<file path="config.mk">
export PLATFORM = sky130hd
export DESIGN_NAME = ordered_list_engine_flat
export DESIGN_NICKNAME = d
export VERILOG_FILES = /design/src/rtl/core/oll_pkg.sv /design/src/rtl/core/oll_if.sv /design/src/rtl/core/oll_cell.sv /design/src/rtl/core/ordered_list_engine.sv /design/src/flat_wrapper.sv
export SDC_FILE = /design/constraint.sdc
export NUM_CORES = 2
export LEC_CHECK = 0
export CORE_UTILIZATION = 55
export CTS_CLUSTER_DIAMETER = 30
export DETAILED_ROUTE_END_ITERATION = 16
export DONT_BUFFER_PORTS = 1
export GPL_TIMING_DRIVEN = 0
export HOLD_SLACK_MARGIN = 0.05
export PLACE_DENSITY = 0.71
export SLEW_MARGIN = 40
export SYNTH_ARGS = -nofsm -noshare
export SYNTH_HDL_FRONTEND = slang
export SYNTH_HIERARCHICAL = 1
export SYNTH_SLANG_ARGS = --single-unit
</file>
<file path="constraint.sdc">
create_clock -name clk -period 7.2 [get_ports clk]
set_clock_uncertainty 0.15 [all_clocks]
set_input_delay 1.44 -clock clk [delete_from_list [all_inputs] [get_ports clk]]
set_output_delay 1.44 -clock clk [all_outputs]
set_load 0.1 [all_outputs]
</file>
<file path="src/rtl/core/oll_pkg.sv">
`timescale 1ns / 1ps

package oll_pkg;

    localparam int DEFAULT_CAPACITY = 16;
    localparam int DATA_W           = 32;
    localparam int MODE_W           = 3;
    localparam int STATUS_W         = 2;
    localparam int POS_W            = 5;

    localparam logic [MODE_W-1:0] MODE_INS_FRONT  = 3'd0;
    localparam logic [MODE_W-1:0] MODE_INS_END    = 3'd1;
    localparam logic [MODE_W-1:0] MODE_INS_BEFORE = 3'd2;
    localparam logic [MODE_W-1:0] MODE_INS_AFTER  = 3'd3;
    localparam logic [MODE_W-1:0] MODE_DELETE     = 3'd4;
    localparam logic [MODE_W-1:0] MODE_SEARCH     = 3'd5;

    localparam logic [STATUS_W-1:0] ST_DONE = 2'd0;
    localparam logic [STATUS_W-1:0] ST_MISS = 2'd1;
    localparam logic [STATUS_W-1:0] ST_FULL = 2'd2;

    // which cells lie at or past the edit point
    localparam logic [1:0] REGION_ALL  = 2'd0;
    localparam logic [1:0] REGION_FREE = 2'd1;
    localparam logic [1:0] REGION_INCL = 2'd2;
    localparam logic [1:0] REGION_EXCL = 2'd3;

    localparam logic [1:0] WR_HOLD   = 2'd0;
    localparam logic [1:0] WR_INSERT = 2'd1;
    localparam logic [1:0] WR_REMOVE = 2'd2;

    typedef struct packed {
        logic       capture;
        logic       apply;
        logic [1:0] region_sel;
        logic [1:0] wr_op;
    } cell_ctrl_t;

endpackage

</file>
<file path="src/rtl/core/oll_if.sv">
`timescale 1ns / 1ps

interface oll_req_if;
    logic               valid;
    logic               ready;
    logic [2:0]         mode;
    logic signed [31:0] match_value;
    logic signed [31:0] new_value;

    modport source (output valid, output mode, output match_value, output new_value,
                    input ready);
    modport sink   (input valid, input mode, input match_value, input new_value,
                    output ready);
endinterface

interface oll_rsp_if;
    logic       valid;
    logic       ready;
    logic [1:0] status;
    logic [4:0] position;
    logic [4:0] entry_count;

    modport source (output valid, output status, output position, output entry_count,
                    input ready);
    modport sink   (input valid, input status, input position, input entry_count,
                    output ready);
endinterface

</file>
<file path="src/rtl/core/oll_cell.sv">
`timescale 1ns / 1ps

module oll_cell
    import oll_pkg::*;
#(
    parameter int LEN_W = 5,
    parameter int INDEX = 0
)
(
    input  logic                     clk,
    input  logic                     rst_n,
    input  cell_ctrl_t               ctrl,
    input  logic        [LEN_W-1:0]  length,
    input  logic signed [DATA_W-1:0] key,
    input  logic signed [DATA_W-1:0] new_value,
    input  logic signed [DATA_W-1:0] left_value,
    input  logic                     left_region,
    input  logic signed [DATA_W-1:0] right_value,
    input  logic                     seen_in,
    output logic signed [DATA_W-1:0] value,
    output logic                     region,
    output logic                     seen_out,
    output logic                     first
);

    logic signed [DATA_W-1:0] value_reg;
    logic signed [DATA_W-1:0] value_next;
    logic                     match_reg;
    logic                     occupied;

    assign occupied = LEN_W'(INDEX) < length;
    assign seen_out = seen_in | match_reg;
    assign first    = match_reg & ~seen_in;
    assign value    = value_reg;

    always_comb
    begin
        case (ctrl.region_sel)
            REGION_ALL:  region = 1'b1;
            REGION_FREE: region = ~occupied;
            REGION_INCL: region = seen_out;
            REGION_EXCL: region = seen_in;
            default:     region = 1'b0;
        endcase
    end

    always_comb
    begin
        value_next = value_reg;
        case (ctrl.wr_op)
            WR_INSERT:
            begin
                if (region)
                begin
                    value_next = left_region ? left_value : new_value;
                end
            end
            WR_REMOVE:
            begin
                if (region)
                begin
                    value_next = right_value;
                end
            end
            default:
            begin
                value_next = value_reg;
            end
        endcase
    end

    always_ff @(posedge clk)
    begin
        if (ctrl.apply)
        begin
            value_reg <= value_next;
        end
    end

    always_ff @(posedge clk or negedge rst_n)
    begin
        if (!rst_n)
        begin
            match_reg <= 1'b0;
        end
        else if (ctrl.capture)
        begin
            match_reg <= occupied && (value_reg == key);
        end
    end

endmodule

</file>
<file path="src/rtl/core/ordered_list_engine.sv">
`timescale 1ns / 1ps

// ordered list of up to CAPACITY signed 32-bit values held in a row of cells, one value
// per cell in list order, empty after reset. each request word is handled in steps: in the
// accept cycle each cell compares its value with the key and registers the match; then,
// once no earlier response waits untaken, a one-bit chain through the cells picks the first
// match and every cell loads its own value, its left or right neighbor's value, or the new
// value, and the response word is registered. a new request is taken in the cycle after a
// response is made, even while that response waits on the output; the engine holds a
// request only while the previous response has not been taken.

module ordered_list_engine
    import oll_pkg::*;
#(
    parameter int CAPACITY = DEFAULT_CAPACITY
)
(
    input  logic      clk,
    input  logic      rst_n,
    oll_req_if.sink   req,
    oll_rsp_if.source rsp
);

    localparam int LEN_W = $clog2(CAPACITY + 1);

    logic                     busy_reg;
    logic                     busy_next;
    logic [MODE_W-1:0]        mode_reg;
    logic signed [DATA_W-1:0] new_value_reg;
    logic [LEN_W-1:0]         length_reg;
    logic [LEN_W-1:0]         length_next;
    logic                     out_valid_reg;
    logic                     out_valid_next;
    logic [STATUS_W-1:0]      status_reg;
    logic [STATUS_W-1:0]      status_next;
    logic [POS_W-1:0]         position_reg;
    logic [POS_W-1:0]         position_next;
    logic [POS_W-1:0]         count_reg;

    logic                     accept;
    logic                     fire;
    logic                     full;
    logic                     found;
    logic [POS_W-1:0]         hit_pos;
    cell_ctrl_t               ctrl;
    logic [1:0]               region_sel;
    logic [1:0]               wr_op;

    logic signed [DATA_W-1:0] value_w  [CAPACITY];
    logic                     region_w [CAPACITY];
    logic                     first_w  [CAPACITY];
    logic                     seen_w   [CAPACITY+1];

    assign req.ready       = ~busy_reg;
    assign accept          = req.valid & ~busy_reg;
    assign fire            = busy_reg & (~out_valid_reg | rsp.ready);
    assign full            = length_reg == LEN_W'(CAPACITY);
    assign found           = seen_w[CAPACITY];
    assign seen_w[0]       = 1'b0;

    assign ctrl.capture    = accept;
    assign ctrl.apply      = fire;
    assign ctrl.region_sel = region_sel;
    assign ctrl.wr_op      = fire ? wr_op : WR_HOLD;

    genvar g;
    generate
        for (g = 0; g < CAPACITY; g++)
        begin : g_cell
            oll_cell #(
                .LEN_W (LEN_W),
                .INDEX (g)
            ) u_cell (
                .clk         (clk),
                .rst_n       (rst_n),
                .ctrl        (ctrl),
                .length      (length_reg),
                .key         (req.match_value),
                .new_value   (new_value_reg),
                .left_value  ((g == 0) ? new_value_reg : value_w[(g == 0) ? 0 : g-1]),
                .left_region ((g == 0) ? 1'b0 : region_w[(g == 0) ? 0 : g-1]),
                .right_value (value_w[(g == CAPACITY-1) ? g : g+1]),
                .seen_in     (seen_w[g]),
                .value       (value_w[g]),
                .region      (region_w[g]),
                .seen_out    (seen_w[g+1]),
                .first       (first_w[g])
            );
        end
    endgenerate

    always_comb
    begin
        hit_pos = '0;
        for (int i = 0; i < CAPACITY; i++)
        begin
            if (first_w[i])
            begin
                hit_pos = hit_pos | POS_W'(i + 1);
            end
        end
    end

    always_comb
    begin
        status_next   = ST_DONE;
        position_next = '0;
        length_next   = length_reg;
        region_sel    = REGION_ALL;
        wr_op         = WR_HOLD;
        case (mode_reg)
            MODE_INS_FRONT, MODE_INS_END:
            begin
                region_sel = (mode_reg == MODE_INS_FRONT) ? REGION_ALL : REGION_FREE;
                if (full)
                begin
                    status_next = ST_FULL;
                end
                else
                begin
                    wr_op       = WR_INSERT;
                    length_next = length_reg + LEN_W'(1);
                end
            end
            MODE_INS_BEFORE, MODE_INS_AFTER:
            begin
                region_sel = (mode_reg == MODE_INS_BEFORE) ? REGION_INCL : REGION_EXCL;
                if (!found)
                begin
                    status_next = ST_MISS;
                end
                else if (full)
                begin
                    status_next = ST_FULL;
                end
                else
                begin
                    wr_op       = WR_INSERT;
                    length_next = length_reg + LEN_W'(1);
                end
            end
            MODE_DELETE:
            begin
                region_sel = REGION_INCL;
                if (!found)
                begin
                    status_next = ST_MISS;
                end
                else
                begin
                    wr_op       = WR_REMOVE;
                    length_next = length_reg - LEN_W'(1);
                end
            end
            MODE_SEARCH:
            begin
                if (!found)
                begin
                    status_next = ST_MISS;
                end
                else
                begin
                    position_next = hit_pos;
                end
            end
            default:
            begin
                status_next = ST_DONE;
            end
        endcase
    end

    always_comb
    begin
        busy_next      = busy_reg;
        out_valid_next = out_valid_reg;
        if (out_valid_reg && rsp.ready)
        begin
            out_valid_next = 1'b0;
        end
        if (fire)
        begin
            busy_next      = 1'b0;
            out_valid_next = 1'b1;
        end
        if (accept)
        begin
            busy_next = 1'b1;
        end
    end

    always_ff @(posedge clk or negedge rst_n)
    begin
        if (!rst_n)
        begin
            busy_reg      <= 1'b0;
            out_valid_reg <= 1'b0;
            length_reg    <= '0;
        end
        else
        begin
            busy_reg      <= busy_next;
            out_valid_reg <= out_valid_next;
            if (fire)
            begin
                length_reg <= length_next;
            end
        end
    end

    always_ff @(posedge clk)
    begin
        if (accept)
        begin
            mode_reg      <= req.mode;
            new_value_reg <= req.new_value;
        end
        if (fire)
        begin
            status_reg   <= status_next;
            position_reg <= position_next;
            count_reg    <= POS_W'(length_next);
        end
    end

    assign rsp.valid       = out_valid_reg;
    assign rsp.status      = status_reg;
    assign rsp.position    = position_reg;
    assign rsp.entry_count = count_reg;

`ifndef SYNTHESIS
    a_len_bound: assert property (@(posedge clk) disable iff (!rst_n)
        length_reg <= LEN_W'(CAPACITY))
        else $error("list length above capacity");

    a_accept_busy: assert property (@(posedge clk) disable iff (!rst_n)
        accept |=> busy_reg)
        else $error("accepted word not held for processing");

    a_rsp_from_busy: assert property (@(posedge clk) disable iff (!rst_n)
        $rose(out_valid_reg) |-> $past(busy_reg))
        else $error("response without a pending request");

    a_len_step: assert property (@(posedge clk) disable iff (!rst_n)
        !$past(fire) |-> $stable(length_reg))
        else $error("list length changed outside an update");
`endif

endmodule

</file>
<file path="src/flat_wrapper.sv">
// flat-port wrapper written by rule: the top's interface ports become plain ports
module ordered_list_engine_flat import oll_pkg::*;
#(
    parameter int CAPACITY = DEFAULT_CAPACITY
)
  (clk, rst_n, req_valid, req_mode, req_match_value, req_new_value, req_ready, rsp_valid, rsp_status, rsp_position, rsp_entry_count, rsp_ready);
  oll_req_if req_i ();
  oll_rsp_if rsp_i ();
  input  logic clk;
  input  logic rst_n;
  input wire logic [$bits(req_i.valid)-1:0] req_valid;
  input wire logic [$bits(req_i.mode)-1:0] req_mode;
  input wire logic [$bits(req_i.match_value)-1:0] req_match_value;
  input wire logic [$bits(req_i.new_value)-1:0] req_new_value;
  output wire logic [$bits(req_i.ready)-1:0] req_ready;
  output wire logic [$bits(rsp_i.valid)-1:0] rsp_valid;
  output wire logic [$bits(rsp_i.status)-1:0] rsp_status;
  output wire logic [$bits(rsp_i.position)-1:0] rsp_position;
  output wire logic [$bits(rsp_i.entry_count)-1:0] rsp_entry_count;
  input wire logic [$bits(rsp_i.ready)-1:0] rsp_ready;
  assign req_i.valid = req_valid;
  assign req_i.mode = req_mode;
  assign req_i.match_value = req_match_value;
  assign req_i.new_value = req_new_value;
  assign req_ready = req_i.ready;
  assign rsp_valid = rsp_i.valid;
  assign rsp_status = rsp_i.status;
  assign rsp_position = rsp_i.position;
  assign rsp_entry_count = rsp_i.entry_count;
  assign rsp_i.ready = rsp_ready;
  ordered_list_engine #(.CAPACITY(CAPACITY)) u_core (.clk(clk), .rst_n(rst_n), .req(req_i), .rsp(rsp_i));
endmodule
</file>
* Word-level counts from Yosys, hierarchy flattened
Index checks and enable logic that the tools add are counted.
** Storage, ports and cells
- Output and inout bits :: 14
- Logic and storage cells :: 335
- Input port bits :: 71
- Register bits after elaboration :: 582
** Cells by class
- Magnitude comparators :: 16
- $add $sub $neg :: 2
- Reductions and logical operators :: 42
- Equal/unequal tests :: 57
- Muxes and demuxes :: 112
- Bitwise gates (word level) :: 66
** Operators with widths (count)
- 2-to-1 mux 32 bit :: 45
- one-hot mux 32 bit (2 select lines) :: 15
- == test 32 bit :: 16
- one-hot mux 1 bit (4 select lines) :: 16
- != test 2 bit, second input constant :: 30
- AND reduction 4 bit :: 15
- < comparator 4 x 5 -> 1 bit, first input constant :: 8
- inverter 1 bit :: 33
- 2-to-1 mux 4 bit :: 8
- < comparator 3 x 5 -> 1 bit, first input constant :: 4
- 2-to-1 mux 5 bit :: 4
- one-hot mux 2 bit (3 select lines) :: 3
- AND 1 bit :: 17
- logical AND 1 bit :: 17
- OR 1 bit :: 16
- one-hot mux 5 bit (3 select lines) :: 1
- 2-to-1 mux 2 bit :: 7
- 2-to-1 mux 3 bit :: 4
- < comparator 1 x 5 -> 1 bit, first input constant :: 2
- < comparator 2 x 5 -> 1 bit, first input constant :: 2
- 2-to-1 mux 1 bit :: 9
- == test 2 bit, second input constant :: 3
- == test 3 x 2 -> 1 bit, second input constant :: 2
- == test 3 bit, second input constant :: 2
- 11 further kinds :: 16

* Longest topological paths before layout
- Depth in word-level cells :: 21
- Depth in mapped cells :: 25
- Mapped depth without buffers :: 22

* Cells and area by module
Netlist, hierarchy kept.
** Modules (own cells, without submodules)
- oll_cell (u_core.g_cell[10].u_cell ...) :: area an instance 2073.2 sq um, sequential area each 985.9 sq um, instances 2, cells an instance 196
- ordered_list_engine :: area an instance 2175.8 sq um, sequential area each 1586.5 sq um, instances 1, cells an instance 139
- oll_cell (u_core.g_cell[12].u_cell) :: area an instance 2110.8 sq um, sequential area each 985.9 sq um, instances 1, cells an instance 199
- oll_cell (u_core.g_cell[5].u_cell) :: area an instance 2085.8 sq um, sequential area each 985.9 sq um, instances 1, cells an instance 195
- oll_cell (u_core.g_cell[1].u_cell) :: area an instance 2084.5 sq um, sequential area each 985.9 sq um, instances 1, cells an instance 195
- oll_cell (u_core.g_cell[3].u_cell) :: area an instance 2080.7 sq um, sequential area each 985.9 sq um, instances 1, cells an instance 195
- oll_cell (u_core.g_cell[2].u_cell) :: area an instance 2079.5 sq um, sequential area each 985.9 sq um, instances 1, cells an instance 195
- oll_cell (u_core.g_cell[4].u_cell) :: area an instance 2074.5 sq um, sequential area each 985.9 sq um, instances 1, cells an instance 197
- oll_cell (u_core.g_cell[7].u_cell) :: area an instance 2070.7 sq um, sequential area each 985.9 sq um, instances 1, cells an instance 196
- oll_cell (u_core.g_cell[6].u_cell) :: area an instance 2069.5 sq um, sequential area each 985.9 sq um, instances 1, cells an instance 195
- oll_cell (u_core.g_cell[0].u_cell) :: area an instance 2065.7 sq um, sequential area each 985.9 sq um, instances 1, cells an instance 197
- oll_cell (u_core.g_cell[11].u_cell) :: area an instance 2064.5 sq um, sequential area each 985.9 sq um, instances 1, cells an instance 195
- oll_cell (u_core.g_cell[14].u_cell) :: area an instance 2063.2 sq um, sequential area each 985.9 sq um, instances 1, cells an instance 195
- oll_cell (u_core.g_cell[13].u_cell) :: area an instance 2060.7 sq um, sequential area each 985.9 sq um, instances 1, cells an instance 195
- +2 rows

* Worst setup path after synthesis
Ideal clock, no wire load.
- Path kind :: flip-flop to flip-flop
- Start point :: reg u_core.g_cell[0].u_cell.match_reg
- End point :: reg u_core.g_cell[4].u_cell.value_reg[0] (enable)
- Arrival time :: 7.068 ns
- Setup slack :: -0.410 ns
- Buffers on the path :: 1
- Clock period less this slack :: 7.610 ns
- Stages on the path, launching flop included :: 23
- Required time :: 6.658 ns
- Library setup time :: 0.392 ns
- Path through :: dfrtp_1 -> or2_2 -> or2_2 -> or2_2 -> or2_2 -> or2_2 -> or2_2 -> or2_2 -> or2_2 -> or2_2 -> or2_2 -> or2_2 -> or2_2 -> or2_2 -> or2_2 -> or2_2 -> nor2_1 -> inv_1 -> buf_2 -> nor2b_1 -> nor4b_1 -> xor2_1 -> and3_1
** RTL lines
- from (decl) :: line oll_cell.sv:28 : logic match_reg;
- from (signal assigned) :: line oll_cell.sv:88 : match_reg <= occupied && (value_reg == key);
- to (signal assigned) :: line oll_cell.sv:76 : value_reg <= value_next;
- to (decl) :: line oll_cell.sv:26 : logic signed [DATA_W-1:0] value_reg;

==> results.txt <==
----------------------------------------------------
[Power and ir drop]
  Clock Power Share ... 42.3%
  Gate power share ... 23.2%
  Sw Ratio ... 33.2%
  Net switching power figure ... about 5000 uW
  Maximum ir drop on the vdd rail ... between 0.0002 and 0.00025 V
  Internal power contribution ... between 9000 and 10000 uW
  Sequential share of power ... 34.5%
  Cell Pwr Density ... 348 mW/mm^2
  Leakage Power ... between 0.015 and 0.02 uW

[Final layout]
  Fill cell instance count of the final layout ... 4732
  Final core occ ... 67.6%
  Flip-flop count of the largest register after layout ... 512
  Nets@finish ... 3590
  Growth of design area from synthesis to finish ... 21.1%
  Layout Cells excl Fill ... 4482
  Fraction of final layout cells with drive strength greater than 1 ... 15.5%

[Routing]
  Routed met1 length ... 52700 microns
  Met2 layer wire length in the routed design ... 55800 microns
  DRC violations left ... 0
  Detailed router's first-iteration violation count ... about 5000
  Detailed-route vias per instance ... 6.88
  Total Wirelength ... between 100000 and 150000 microns
  DR WL/cell ... ~32 microns
  Via total after detailed routing ... 30800
  Routed wire length on met3 ... roughly 26000 microns
  Length of the first detailed-routing pass in iterations ... 6
  Topmost layer with routed signal wires ... met5
  Number of routed nets with antenna violations ... 0

[Setup path]
  Cell Chain, Critical Path ... or2_2 -> or2_4 -> or2_2 -> or2_2 -> or2_2 -> or2_2 -> or2_2 -> or2_2 -> or2_2 -> or2_2 -> or2_2 -> or2_4 -> or2_4 -> or2_4 -> or2_4 -> nor2_4 -> inv_2 -> nor2b_4 -> nor4b_4 -> buf_6 -> buf_6 -> buf_8 -> xor2_4 -> and3_4
  Critical path's most frequent cell ... or2_2
  Category of the most critical setup path ... register to register
  Delay of the slowest critical-path stage ... 0.44 ns
  CP Capture Type ... register
  Highest-delay cell along the critical path ... dfrtp_2
  Crit Path Max Fanout ... 8
  Startpoint class of the critical path ... register
  Data required, critical path ... about 7.5 ns
  Crit path arrival time ... 7.33 ns

[Synthesis]
  Sequential share of the synthesized area ... between 40% and 50%
  Yosys top cell by area ... edfxtp_1
  Library cells used by synthesis ... 61
  Post-synth design cell area ... between 0.03 and 0.04 sq mm
  Flip-flop cell with the highest count after synthesis ... edfxtp_1
  Adder and majority gate portion of the synthesized area ... 0.0708%
  Combinational family with the most area after synthesis ... multiplexers
  Async S/R FF share, synth ... 3.95%
  Synthesized instance count ... 3270
  Synth top cells by count ... 559 x edfxtp_1, 516 x nand2_1, 513 x mux2i_1, 513 x o21ai_0, 400 x xor2_1
  Synth Area in Compound Gates ... roughly 8.9%
  Synth top area share ... 47.5%
  Mux share of post-synthesis cell area ... 14.7%
  Post-Synth Simple-Gate Area ... roughly 11%
  Syn_area_per_cell ... 10.8 sq um
  Xor and xnor fraction of the mapped netlist area ... 13.2%
  Cell types occupying the most area after synthesis ... edfxtp_1 47%, mux2i_1 15%, xor2_1 9.9%
  Syn. warnings ... 6
  Number of flops mapped to enable cells by yosys ... between 500 and 600
  Register bit count reported by yosys ... 582
  Dominant cell by count in the synthesized netlist ... edfxtp_1

[CTS]
  Clock Tree Root ... clkbuf_16
  Clock tree sinks ... 582
  CTS clk-pin slew, worst paths ... about 0.050 ns
  Maximum buffer depth of the clock tree ... 3
  Source-to-sink clock delay at the later pin of the worst-skew pair ... 0.72 ns
  CTS tree ... built
  Total CTS buffers ... 141
  H-tree levels ... 4

[Global routing]
  Antenna violations before repair ... 1
  Wire length of the first global-routing pass ... roughly 200000 microns
  Maximum number of pins on one net before global-route repair ... 59
  Residual overflow from global routing ... 0
  Gr usage total ... a little over two fifths
  Via count of the first global-routing pass ... 29100

[Timing]
  Unrepaired setup endpoints after global routing ... no
  Max_slew headroom ... 40.0%
  Maximum clock frequency ... 142 MHz
  # setup viols final ... 0
  Final Critical Period ... around 7.1 ns
  Transition time at the pin with the least slew margin ... 0.899 ns
  Tcrit/Tclk final ... 98.1%
  Total count of max-transition violations in the final report ... 0
  Final number of hold-violating endpoints ... 0

[Placed design]
  Final weighted congestion in routability-driven placement ... approximately 1.1
  # placed instances ... 4182
  Hpwl dp ... 100000 microns
  Quantity of I/O buffers inserted on ports ... 0

[Hold path]
  Kind of path behind the tightest hold check ... input port to asynchronous set/reset pin

[Flow run]
  Max-cap violations ... 0

[Die]
  Floorplan die area ... about 0.065 sq mm
  Std cell rows ... 92
  Area inside the core boundary ... 0.0633 sq mm
  Starting utilization of the core area ... 55.8%
  I/O pin count ... 85
  Die X ... 256 microns
  Floorplan die height ... 256 microns

[Status]
  Outcome ... finished, final reports clean

----------------------------------------------------
## power groups by stage
stage / logic, uW / clock network, uW / registers [uW]
after global routing: 3600 / 6490 / 5120
after global placement: 2550 / 0 / 5360
final: 3460 / 6300 / 5130
after CTS: 3230 / 6300 / 5100
after detailed placement: 3030 / 0 / 5150
after floorplan: 2070 / 0 / 4960
## cell families (layout without fill, tap and decap cells)
logic type      Yosys count  after routing
simple gates            826            849
xor+xnor                533            533
other cells               1              5
compound gates          597            597
flops                   582            582
fa+ha+maj                 2              2
buf+inv                 213            552
mux                     516            516
## timing repair
item / 4_1_cts / 5_1_grt
endpoints found under the hold margin: 0 / 0
setup endpoints to repair: 1024 / 893
setup buffers: 9 / 2
resized for setup: 84 / 43
gates cloned: 23 / 2
pin swaps: 3 / 1
hold buffers: 0 / 0
## cells in the final DEF (no fill, tap or decap), drive strengths merged, types with 3 or more instances in the layout
cell      synthesis  final
clkbuf           66    232
dfrtp            23     23
o22ai             4      4
buf             116    193
a211oi            4      4
nor4            102    102
conb              1      4
clkinvlp          0     17
o21ai           524    524
or2              15     15
o31ai            13     13
nor4b             3      3
mux2i           514    514
bufinv            0     14
nor2b            33     33
a21oi            35     35
edfxtp          559    559
nand3            20     20
xnor2           133    133
xor2            400    400
clkinv            0     55
and3             16     39
nand4b            5      5
nor2             16     16
nand2           516    516
a31oi             4      4
inv              31     41
nor3             27     27
nand2b           16     16
a22oi             3      3
nand4            47     47
## area by class of cell
type / instances / area, sq um / share of cell area (%)
antenna: 1 / 2.50 / 0.00585
tap: 846 / 1060 / 2.47
multi-input combinational: 2501 / 17500 / 40.9
inverter: 31 / 116 / 0.272
timing repair buffer: 79 / 1010 / 2.36
clock inverter: 96 / 1030 / 2.40
sequential: 582 / 17400 / 40.6
buffer: 181 / 1010 / 2.37
clock buffer: 165 / 3700 / 8.65
## worst paths after layout
kind | from | end | slack [ns] | depth (start not counted)
setup / recovery | u_core/g_cell[0].u_cell/match_reg | u_core/g_cell[5].u_cell/value[19] | 0.13 | 24
hold / removal | rst_n | u_core/g_cell[14].u_cell/match_reg | 0.27 | 0
setup reg to reg | u_core/g_cell[0].u_cell/match_reg | u_core/g_cell[5].u_cell/value[19] | 0.13 | 24
hold reg to reg | u_core/g_cell[12].u_cell/match_reg | u_core/g_cell[12].u_cell/match_reg | 0.42 | 2
max in group asynchronous | rst_n | u_core/g_cell[3].u_cell/match_reg | 6.51 | 0
min in group clk | u_core/g_cell[12].u_cell/match_reg | u_core/g_cell[12].u_cell/match_reg | 0.42 | 2
## worst max-delay path, delay by kind of cell (launching register included)
kind / cells / cell delay [ns]
buf+inv: 4 / 0.58
flops: 1 / 0.44
simple gates: 19 / 5.26
xor+xnor: 1 / 0.30
## metal layers
layer | track usage [%] | vias up
li1 | - | 12500
met1 | 58.6 | 14700
met2 | 56.0 | 3129
met3 | 18.5 | 534
met4 | 23.0 | 2
met5 | 0 | -
## per-stage QoR
stage	setup slack [ns]	total power (uW)	hold slack, ns	TNS, ns	instance area, sq um
4_1_cts	0.0426	14600	0.244	0	42600
3_5_place_dp	-0.880	8180	0.389	-576.81	37300
3_3_place_gp	-1.55	7910	0.361	-872.73	36400
5_1_grt	0.0467	15200	0.250	0	42800
2_1_floorplan	0.0999	7020	0.331	0	35400
6_report	0.134	14900	0.269	0	42800
Note: power is estimated with default switching activity, not from simulation.
